[config.mk]
export PLATFORM = sky130hd
export DESIGN_NAME = fifo_writeback_sector_cache_tags
export DESIGN_NICKNAME = d
export VERILOG_FILES = /design/src/rtl/fwsct_pkg.sv /design/src/rtl/fwsct_ctrl.sv /design/src/rtl/fwsct_dp.sv /design/src/rtl/fifo_writeback_sector_cache_tags.sv
export VERILOG_INCLUDE_DIRS = /design/src /design/src/rtl
export SDC_FILE = /design/constraint.sdc
export NUM_CORES = 2
export LEC_CHECK = 0
export BUFFER_PORTS_ARGS = -buffer_cell sky130_fd_sc_hd__buf_2
export CAP_MARGIN = 20
export CORE_MARGIN = 8
export CORE_UTILIZATION = 27
export DETAILED_ROUTE_END_ITERATION = 7
export SETUP_SLACK_MARGIN = 0.4
export SYNTH_ARGS = -nofsm -noshare
export SYNTH_HDL_FRONTEND = slang
export SYNTH_SLANG_ARGS = --single-unit
[constraint.sdc]
create_clock -name i_clk -period 4.3 [get_ports i_clk]
set_input_delay 0 -clock i_clk [delete_from_list [all_inputs] [get_ports i_clk]]
set_output_delay 0 -clock i_clk [all_outputs]
set_load 0.03 [all_outputs]
[src/rtl/fifo_writeback_sector_cache_tags_assert.svh]
// Assertion macros for the sector cache tag controller.
`ifndef FIFO_WRITEBACK_SECTOR_CACHE_TAGS_ASSERT_SVH
`define FIFO_WRITEBACK_SECTOR_CACHE_TAGS_ASSERT_SVH

`ifndef SYNTHESIS
`define FWSCT_ASSERT_IMP(lbl, clk, rstn, ante, cons) \
    lbl: assert property (@(posedge clk) disable iff (!(rstn)) (ante) |-> (cons)) \
        else $error("assertion failed: same-cycle implication");
`define FWSCT_ASSERT_NXT(lbl, clk, rstn, ante, cons) \
    lbl: assert property (@(posedge clk) disable iff (!(rstn)) (ante) |=> (cons)) \
        else $error("assertion failed: next-cycle implication");
`else
`define FWSCT_ASSERT_IMP(lbl, clk, rstn, ante, cons)
`define FWSCT_ASSERT_NXT(lbl, clk, rstn, ante, cons)
`endif

`endif

[src/rtl/fwsct_pkg.sv]
// Shared types and constants for the sector cache tag controller.
`default_nettype none

package fwsct_pkg;

    localparam int SECTOR_W = 32;
    localparam int SLOT_W   = 6;

    typedef enum logic [1:0] {
        ST_IDLE,
        ST_SCAN,
        ST_COMMIT
    } t_state;

    // controller -> datapath
    typedef struct packed {
        logic start;
        logic scan;
        logic take_hit;
        logic take_miss;
        logic commit;
    } t_cmd;

    // datapath -> controller
    typedef struct packed {
        logic match;
        logic scan_done;
    } t_status;

    typedef struct packed {
        logic                hit;
        logic [SLOT_W-1:0]   slot;
        logic                need_fill;
        logic                need_write_back;
        logic [SECTOR_W-1:0] victim_sector;
    } t_result;

endpackage

`default_nettype wire

[src/rtl/fwsct_ctrl.sv]
// Sequencer for lookup, miss handling and commit of one access.
`default_nettype none

module fwsct_ctrl (
    input  wire                logic i_clk,
    input  wire                logic i_rst_n,
    input  wire                logic i_in_valid,
    input  wire                logic i_out_free,
    input  wire                fwsct_pkg::t_status i_status,
    output fwsct_pkg::t_cmd    o_cmd,
    output logic               o_busy
);
    import fwsct_pkg::*;

    t_state r_state;
    t_state n_state;

    always_ff @(posedge i_clk) begin
        if (!i_rst_n) begin
            r_state <= ST_IDLE;
        end else begin
            r_state <= n_state;
        end
    end

    always_comb begin
        n_state = r_state;
        o_cmd   = '0;
        unique case (r_state)
            ST_IDLE: begin
                if (i_in_valid) begin
                    o_cmd.start = 1'b1;
                    n_state     = ST_SCAN;
                end
            end
            ST_SCAN: begin
                priority if (i_status.match) begin
                    o_cmd.take_hit = 1'b1;
                    n_state        = ST_COMMIT;
                end else if (i_status.scan_done) begin
                    o_cmd.take_miss = 1'b1;
                    n_state         = ST_COMMIT;
                end else begin
                    o_cmd.scan = 1'b1;
                end
            end
            ST_COMMIT: begin
                // hold until the output register can take the result
                if (i_out_free) begin
                    o_cmd.commit = 1'b1;
                    n_state      = ST_IDLE;
                end
            end
            default: begin
                n_state = ST_IDLE;
            end
        endcase
    end

    assign o_busy = (r_state != ST_IDLE);

endmodule

`default_nettype wire

[src/rtl/fwsct_dp.sv]
// Tag RAM, dirty bits, fill count and eviction pointer with scan compare.
`default_nettype none
`include "fifo_writeback_sector_cache_tags_assert.svh"

module fwsct_dp #(
    parameter int SLOTS = 64
) (
    input  wire                logic                           i_clk,
    input  wire                logic                           i_rst_n,
    input  wire                logic                           i_action,
    input  wire                logic [fwsct_pkg::SECTOR_W-1:0] i_sector,
    input  wire                fwsct_pkg::t_cmd                i_cmd,
    output fwsct_pkg::t_status o_status,
    output fwsct_pkg::t_result o_result
);
    import fwsct_pkg::*;

    localparam int IW = (SLOTS > 1) ? $clog2(SLOTS) : 1;
    localparam int CW = $clog2(SLOTS + 1);

    logic [SECTOR_W-1:0] r_tag_mem [SLOTS];
    logic [SECTOR_W-1:0] r_rd_tag;
    logic [IW-1:0]       r_rd_idx;
    logic                r_rd_vld;
    logic [CW-1:0]       r_idx;
    logic [CW-1:0]       r_count;
    logic [IW-1:0]       r_evict;
    logic [SLOTS-1:0]    r_dirty;
    logic                r_action;
    logic [SECTOR_W-1:0] r_sector;
    logic                r_hit;
    logic                r_full;
    logic [IW-1:0]       r_chosen;

    logic          w_more;
    logic          w_rd_en;
    logic [IW-1:0] w_rd_addr;
    logic          w_is_full;
    logic          w_wb;

    assign w_more    = (r_idx < r_count);
    assign w_is_full = (r_count == CW'(SLOTS));
    assign w_rd_en   = i_cmd.take_miss || (i_cmd.scan && w_more);
    // the victim read shares the single read port with the scan
    assign w_rd_addr = i_cmd.take_miss ? r_evict : r_idx[IW-1:0];

    always_ff @(posedge i_clk) begin
        if (i_cmd.commit && !r_hit) begin
            r_tag_mem[r_chosen] <= r_sector;
        end
        if (w_rd_en) begin
            r_rd_tag <= r_tag_mem[w_rd_addr];
        end
    end

    // item payload and per-access decisions
    always_ff @(posedge i_clk) begin
        if (i_cmd.start) begin
            r_action <= i_action;
            r_sector <= i_sector;
        end
        if (i_cmd.scan && w_more) begin
            r_rd_idx <= r_idx[IW-1:0];
        end
        if (i_cmd.take_hit) begin
            r_hit    <= 1'b1;
            r_full   <= 1'b0;
            r_chosen <= r_rd_idx;
        end else if (i_cmd.take_miss) begin
            r_hit    <= 1'b0;
            r_full   <= w_is_full;
            r_chosen <= w_is_full ? r_evict : r_count[IW-1:0];
        end
    end

    always_ff @(posedge i_clk) begin
        if (!i_rst_n) begin
            r_rd_vld <= 1'b0;
            r_idx    <= '0;
            r_count  <= '0;
            r_evict  <= '0;
            r_dirty  <= '0;
        end else begin
            if (i_cmd.start) begin
                r_idx    <= '0;
                r_rd_vld <= 1'b0;
            end else if (i_cmd.scan) begin
                r_rd_vld <= w_more;
                if (w_more) begin
                    r_idx <= CW'(r_idx + 1'b1);
                end
            end
            if (i_cmd.commit) begin
                if (r_hit) begin
                    r_dirty[r_chosen] <= r_dirty[r_chosen] | r_action;
                end else begin
                    r_dirty[r_chosen] <= r_action;
                    if (r_full) begin
                        r_evict <= (r_chosen == IW'(SLOTS - 1)) ? '0 : IW'(r_chosen + 1'b1);
                    end else begin
                        r_count <= CW'(r_count + 1'b1);
                    end
                end
            end
        end
    end

    // scan is over once every filled slot has been read and compared
    assign o_status.match     = r_rd_vld && (r_rd_tag == r_sector);
    assign o_status.scan_done = !r_rd_vld && !w_more;

    assign w_wb = !r_hit && r_full && r_dirty[r_chosen];

    assign o_result.hit             = r_hit;
    assign o_result.slot            = SLOT_W'(r_chosen);
    assign o_result.need_fill       = !r_hit;
    assign o_result.need_write_back = w_wb;
    assign o_result.victim_sector   = w_wb ? r_rd_tag : '0;

    `FWSCT_ASSERT_IMP(a_count_bound, i_clk, i_rst_n, 1'b1, r_count <= CW'(SLOTS))
    `FWSCT_ASSERT_IMP(a_evict_idle_until_full, i_clk, i_rst_n, !w_is_full, r_evict == '0)
    `FWSCT_ASSERT_NXT(a_fill_advances_count, i_clk, i_rst_n, i_cmd.commit && !r_hit && !r_full,
                      r_count == CW'($past(r_count) + 1'b1))
    `FWSCT_ASSERT_IMP(a_wb_only_when_full, i_clk, i_rst_n, i_cmd.commit && w_wb,
                      r_count == CW'(SLOTS))

endmodule

`default_nettype wire

[src/rtl/fifo_writeback_sector_cache_tags.sv]
// Top level of the write-back sector cache tag controller with FIFO replacement.
//
//  channel | direction | handshake                  | payload
//  --------+-----------+----------------------------+----------------------------------------
//  in      | input     | i_in_valid / o_in_stall    | i_action, i_sector
//  out     | output    | o_out_valid / i_out_stall  | o_hit, o_slot, o_need_fill,
//          |           |                            | o_need_write_back, o_victim_sector
//
// One access at a time. The tag RAM has one read port and is scanned one slot per
// cycle over the filled slots, and the scan ends at the first slot whose tag matches.
// Reset (synchronous) empties the cache: fill count, eviction pointer and dirty bits clear.
// A held result in the output register lets the next item be accepted and scanned;
// only its commit waits for the output register to free up.
`default_nettype none

module fifo_writeback_sector_cache_tags #(
    parameter int SLOTS = 64
) (
    input  wire  logic                           i_clk,
    input  wire  logic                           i_rst_n,
    input  wire  logic                           i_in_valid,
    output logic                                 o_in_stall,
    input  wire  logic                           i_action,
    input  wire  logic [fwsct_pkg::SECTOR_W-1:0] i_sector,
    output logic                                 o_out_valid,
    input  wire  logic                           i_out_stall,
    output logic                                 o_hit,
    output logic [fwsct_pkg::SLOT_W-1:0]         o_slot,
    output logic                                 o_need_fill,
    output logic                                 o_need_write_back,
    output logic [fwsct_pkg::SECTOR_W-1:0]       o_victim_sector
);
    import fwsct_pkg::*;

    t_cmd    w_cmd;
    t_status w_status;
    t_result w_result;
    logic    w_busy;
    logic    w_out_free;

    logic    r_out_valid;
    logic    n_out_valid;
    t_result r_out;

    assign w_out_free = !r_out_valid || !i_out_stall;

    fwsct_ctrl u_ctrl (
        .i_clk      (i_clk),
        .i_rst_n    (i_rst_n),
        .i_in_valid (i_in_valid),
        .i_out_free (w_out_free),
        .i_status   (w_status),
        .o_cmd      (w_cmd),
        .o_busy     (w_busy)
    );

    fwsct_dp #(
        .SLOTS (SLOTS)
    ) u_dp (
        .i_clk    (i_clk),
        .i_rst_n  (i_rst_n),
        .i_action (i_action),
        .i_sector (i_sector),
        .i_cmd    (w_cmd),
        .o_status (w_status),
        .o_result (w_result)
    );

    always_comb begin
        n_out_valid = r_out_valid;
        if (w_cmd.commit) begin
            n_out_valid = 1'b1;
        end else if (r_out_valid && !i_out_stall) begin
            n_out_valid = 1'b0;
        end
    end

    always_ff @(posedge i_clk) begin
        if (!i_rst_n) begin
            r_out_valid <= 1'b0;
        end else begin
            r_out_valid <= n_out_valid;
        end
    end

    always_ff @(posedge i_clk) begin
        if (w_cmd.commit) begin
            r_out <= w_result;
        end
    end

    assign o_in_stall        = w_busy || !i_rst_n;
    assign o_out_valid       = r_out_valid;
    assign o_hit             = r_out.hit;
    assign o_slot            = r_out.slot;
    assign o_need_fill       = r_out.need_fill;
    assign o_need_write_back = r_out.need_write_back;
    assign o_victim_sector   = r_out.victim_sector;

endmodule

`default_nettype wire

==> flow_summary.yaml <==
synth:
  ys_seq_elements: 2256
  yosysSeqAreaShare_pct: 74.89
  synthesis.nets: 6085
  synthCells: 6038
  syn_area_um2: 89250
  postSynthAreaPerCell_um2: 14.78
  netlist-cell-type-count: 72
  synth_flop_cell: "edfxtp_1"
  yosysWarnings: 0
  synth_edf_count: 2166
  async_flop_share_pct: 0
clocking:
  cts.sinks: 2256
  cts-root-buf: "clkbuf_16"
  cts_made_buffers: 225
  cts_tree: "done"
  path_clk_slew_ps: 60
  insertion_delay_ps: 890
  htreeDepth: 4
  clockBufferDepth: 3
floorplanning:
  fp.dieW_um: 591.0
  core_um2: 329700
  pin_count: 80
  die_h_um: 591.0
  die_area_um2: 349200
  start_util_pct: 27.07
  rows: 211
global_route:
  overflow: 0
  antenna_found_initial: 27
  grt_pass1_vias: 55485
  grt_max_degree: 65
  grt_pass1_wl_mm: 424.6
  track_usage_pct: 16.77
power_and_ir_drop:
  p_per_area_nw_per_um2: 410.7
  ir_drop_uv: 382.8
  leakage_nw: 38.33
timing:
  worstMarginPinSlew_ps: 1089
  fin_skew_ps: 86.09
  min_period_ps: 3905
  period_share_pct: 90.81
  rsz0062_at_grt: "yes"
  finalMaxSlewViolations: 0
  final-setup-viol-count: 0
  relSlewSlack_pct: 27.42
  hold_viol_final: 0
  max_freq_mhz: 256.1
routing:
  postRouteAntennaNets: 0
  vias: 58639
  finalWirelength_mm: 309.4
  wire_per_inst_um: 27.79
  drc: 0
  vias_per_cell: 5.266
  dr.first_iter.drc_count: 7873
  dr.pass1.iters: 6
final_layout:
  fill_cells: 31411
  final_util_pct: 33.30
  multi_input_area_um2: 22080
  final_common_cell: "edfxtp_1"
  drive_gt1_share_pct: 17.87
  final_area_um2: 109800
  register_area_um2: 66860
  fin_nets: 6606
  layout_common_cells: "edfxtp_1 (2166), nand2_1 (970), mux2i_1 (438)"
  syn2layout_area_growth_pct: 23.04
outcome:
  status: "complete, no violations"
worst_setup_path:
  crit_fanout: 15
  crit_path_end_kind: "flop"
  worstPathArrival_ps: 4450
  crit_slowest_cell: "edfxtp_1"
  crit_type: "reg -> reg"
  required_ps: 4840
  crit_path_max_incr_delay_ps: 800
  cp_common_cell: "nand4_1"
  crit_chain: "xnor2_1, nand4_1, nor4_1, nand4_1, buf_4, or2_2, nand2_1"
  worstSetupStartpointType: "flop"
placement:
  io_buffers: 79
  place_congestion: 0.8758
  placed_cell_area_um2: 98910
  hpwl_mm: 180.4
worst_hold_path:
  min_path_type: "in -> reg"
job:
  cap_violations: 0
-- synth_stat cells (4+ instances only) --
cell type	n	area share (%)
buf_2	122	0.68
a31oi_1	99	0.69
o221ai_1	178	1.7
o22ai_1	87	0.61
inv_1	12	0.050
nand3_1	288	1.6
o31ai_1	8	0.067
nand2b_1	8	0.056
a311oi_1	78	0.77
a22oi_1	8	0.067
ha_1	10	0.14
o21ai_0	49	0.27
mux4_2	8	0.20
o2bb2ai_1	6	0.059
and2_1	35	0.25
xnor2_1	34	0.33
o21ai_1	14	0.079
nand3b_1	4	0.034
a211oi_1	152	1.3
a32oi_1	11	0.11
xor2_1	13	0.13
mux2_2	8	0.10
buf_1	59	0.25
buf_4	43	0.36
or3_1	10	0.070
nand2_1	972	4.1
nor3_1	26	0.15
a21oi_1	247	1.4
nand4_1	49	0.34
nor2_1	213	0.90
edfxtp_1	2166	73
nor4_1	34	0.24
a311o_1	9	0.10
dfxtp_1	90	2.0
a2111oi_0	6	0.059
and3_1	139	0.97
o211ai_1	7	0.059
clkbuf_1	190	0.80
or4_1	10	0.084
o311a_1	11	0.12
mux2i_1	459	5.1
a211o_1	6	0.059
-- path summary, 6_finish.rpt --
path | from | cells past startpoint | endpoint | slack, ps
worst max-delay path | u_dp.r_rd_tag[28] | 7 | u_dp.r_chosen[4] | 400
worst min-delay path | i_out_stall | 4 | o_out_valid | 80
worst max register to register | u_dp.r_rd_tag[28] | 7 | u_dp.r_chosen[4] | 400
worst min register to register | u_dp.r_dirty[28] | 2 | u_dp.r_dirty[28] | 500
-- final cells by class --
class,instances,area share (%)
Timing Repair Buffer,707,7.192
Clock inverter,148,1.474
Multi-Input combinational cell,3354,20.11
Sequential cell,2256,60.88
Antenna cell,22,0.05013
Inverter,15,0.05127
Tap cell,4366,4.975
Clock buffer,267,5.271
-- metrics by stage --
step / worst slack, ps / hold WS [ps] / std cells / total power [mW] / TNS (ps)
after floorplan: 190.5 / 98.87 / 6038 / 25.18 / 0
after global placement: -685.6 / 185.7 / 10525 / 25.75 / -2443
after detailed placement: -174.4 / 192.4 / 10529 / 25.78 / -512.8
after CTS: 333.0 / 19.36 / 11070 / 45.29 / 0
after global routing: 333.2 / 88.72 / 11117 / 46.19 / 0
final: 395.2 / 80.50 / 11135 / 45.10 / 0
-- kinds of logic (layout without fill, tap and decap cells) --
logic type               after synthesis  count (layout)  share of synthesized area (%)
AO/OA/AOI/OAI                       1018            1019                          7.975
XOR/XNOR                              47              47                         0.4612
AND/OR/NAND/NOR                     1802            1802                          8.912
flip-flops                          2256            2256                          74.89
buffers and inverters                430            1137                          2.169
multiplexers                         475             476                          5.450
other                                  0              22                              0
adder cells (fa/ha/maj)               10              10                         0.1402
-- critical path: cells and delay by family, from the launching register on --
| family | cells | cell delay (ps) |
|---|---|---|
| XOR/XNOR | 1 | 190 |
| buffers and inverters | 1 | 320 |
| flip-flops | 1 | 800 |
| AND/OR/NAND/NOR | 5 | 2220 |
-- layer usage --
layer	global-route usage [%]	vias up	wire (um)
li1	-	24541	-
met1	22.14	29927	120400
met2	26.51	3549	140800
met3	3.994	616	34260
met4	6.935	6	13820
met5	0	-	34
-- power by group --
| group | internal, mW | switching, mW | leakage [nW] |
|---|---|---|---|
| sequential | 24.2 | 0.168 | 20.2 |
| combinational | 0.238 | 0.779 | 14.5 |
| clock | 11.0 | 8.64 | 3.55 |
| total | 35.5 | 9.58 | 38.3 |
-- sequential cells by signal, indices dropped and copies added (netlist names) --
register	cells
u_ctrl.r_state	2
o_out_valid	1
u_dp.r_evict	6
u_dp.r_full	1
u_dp.r_rd_tag	32
u_dp.r_rd_vld	1
o_need_write_back	1
o_slot	6
u_dp.r_chosen	6
u_dp.r_rd_idx	6
u_dp.r_hit	1
o_need_fill	1
o_victim_sector	32
u_dp.r_count	7
o_hit	1
u_dp.r_idx	7
u_dp.r_action	1
u_dp.r_dirty	64
u_dp.r_sector	32
u_dp.r_tag_mem	2048
-- what timing repair did --
action | CTS | global route
setup endpoints to repair | 32 | 32
pin swaps | 20 | 40
hold buffers | 71 | 0
gates cloned | 23 | 7
gates resized for setup | 149 | 109
setup buffers | 32 | 35
endpoints found under the hold margin | 87 | 0
(Power assumes the default switching activity.)
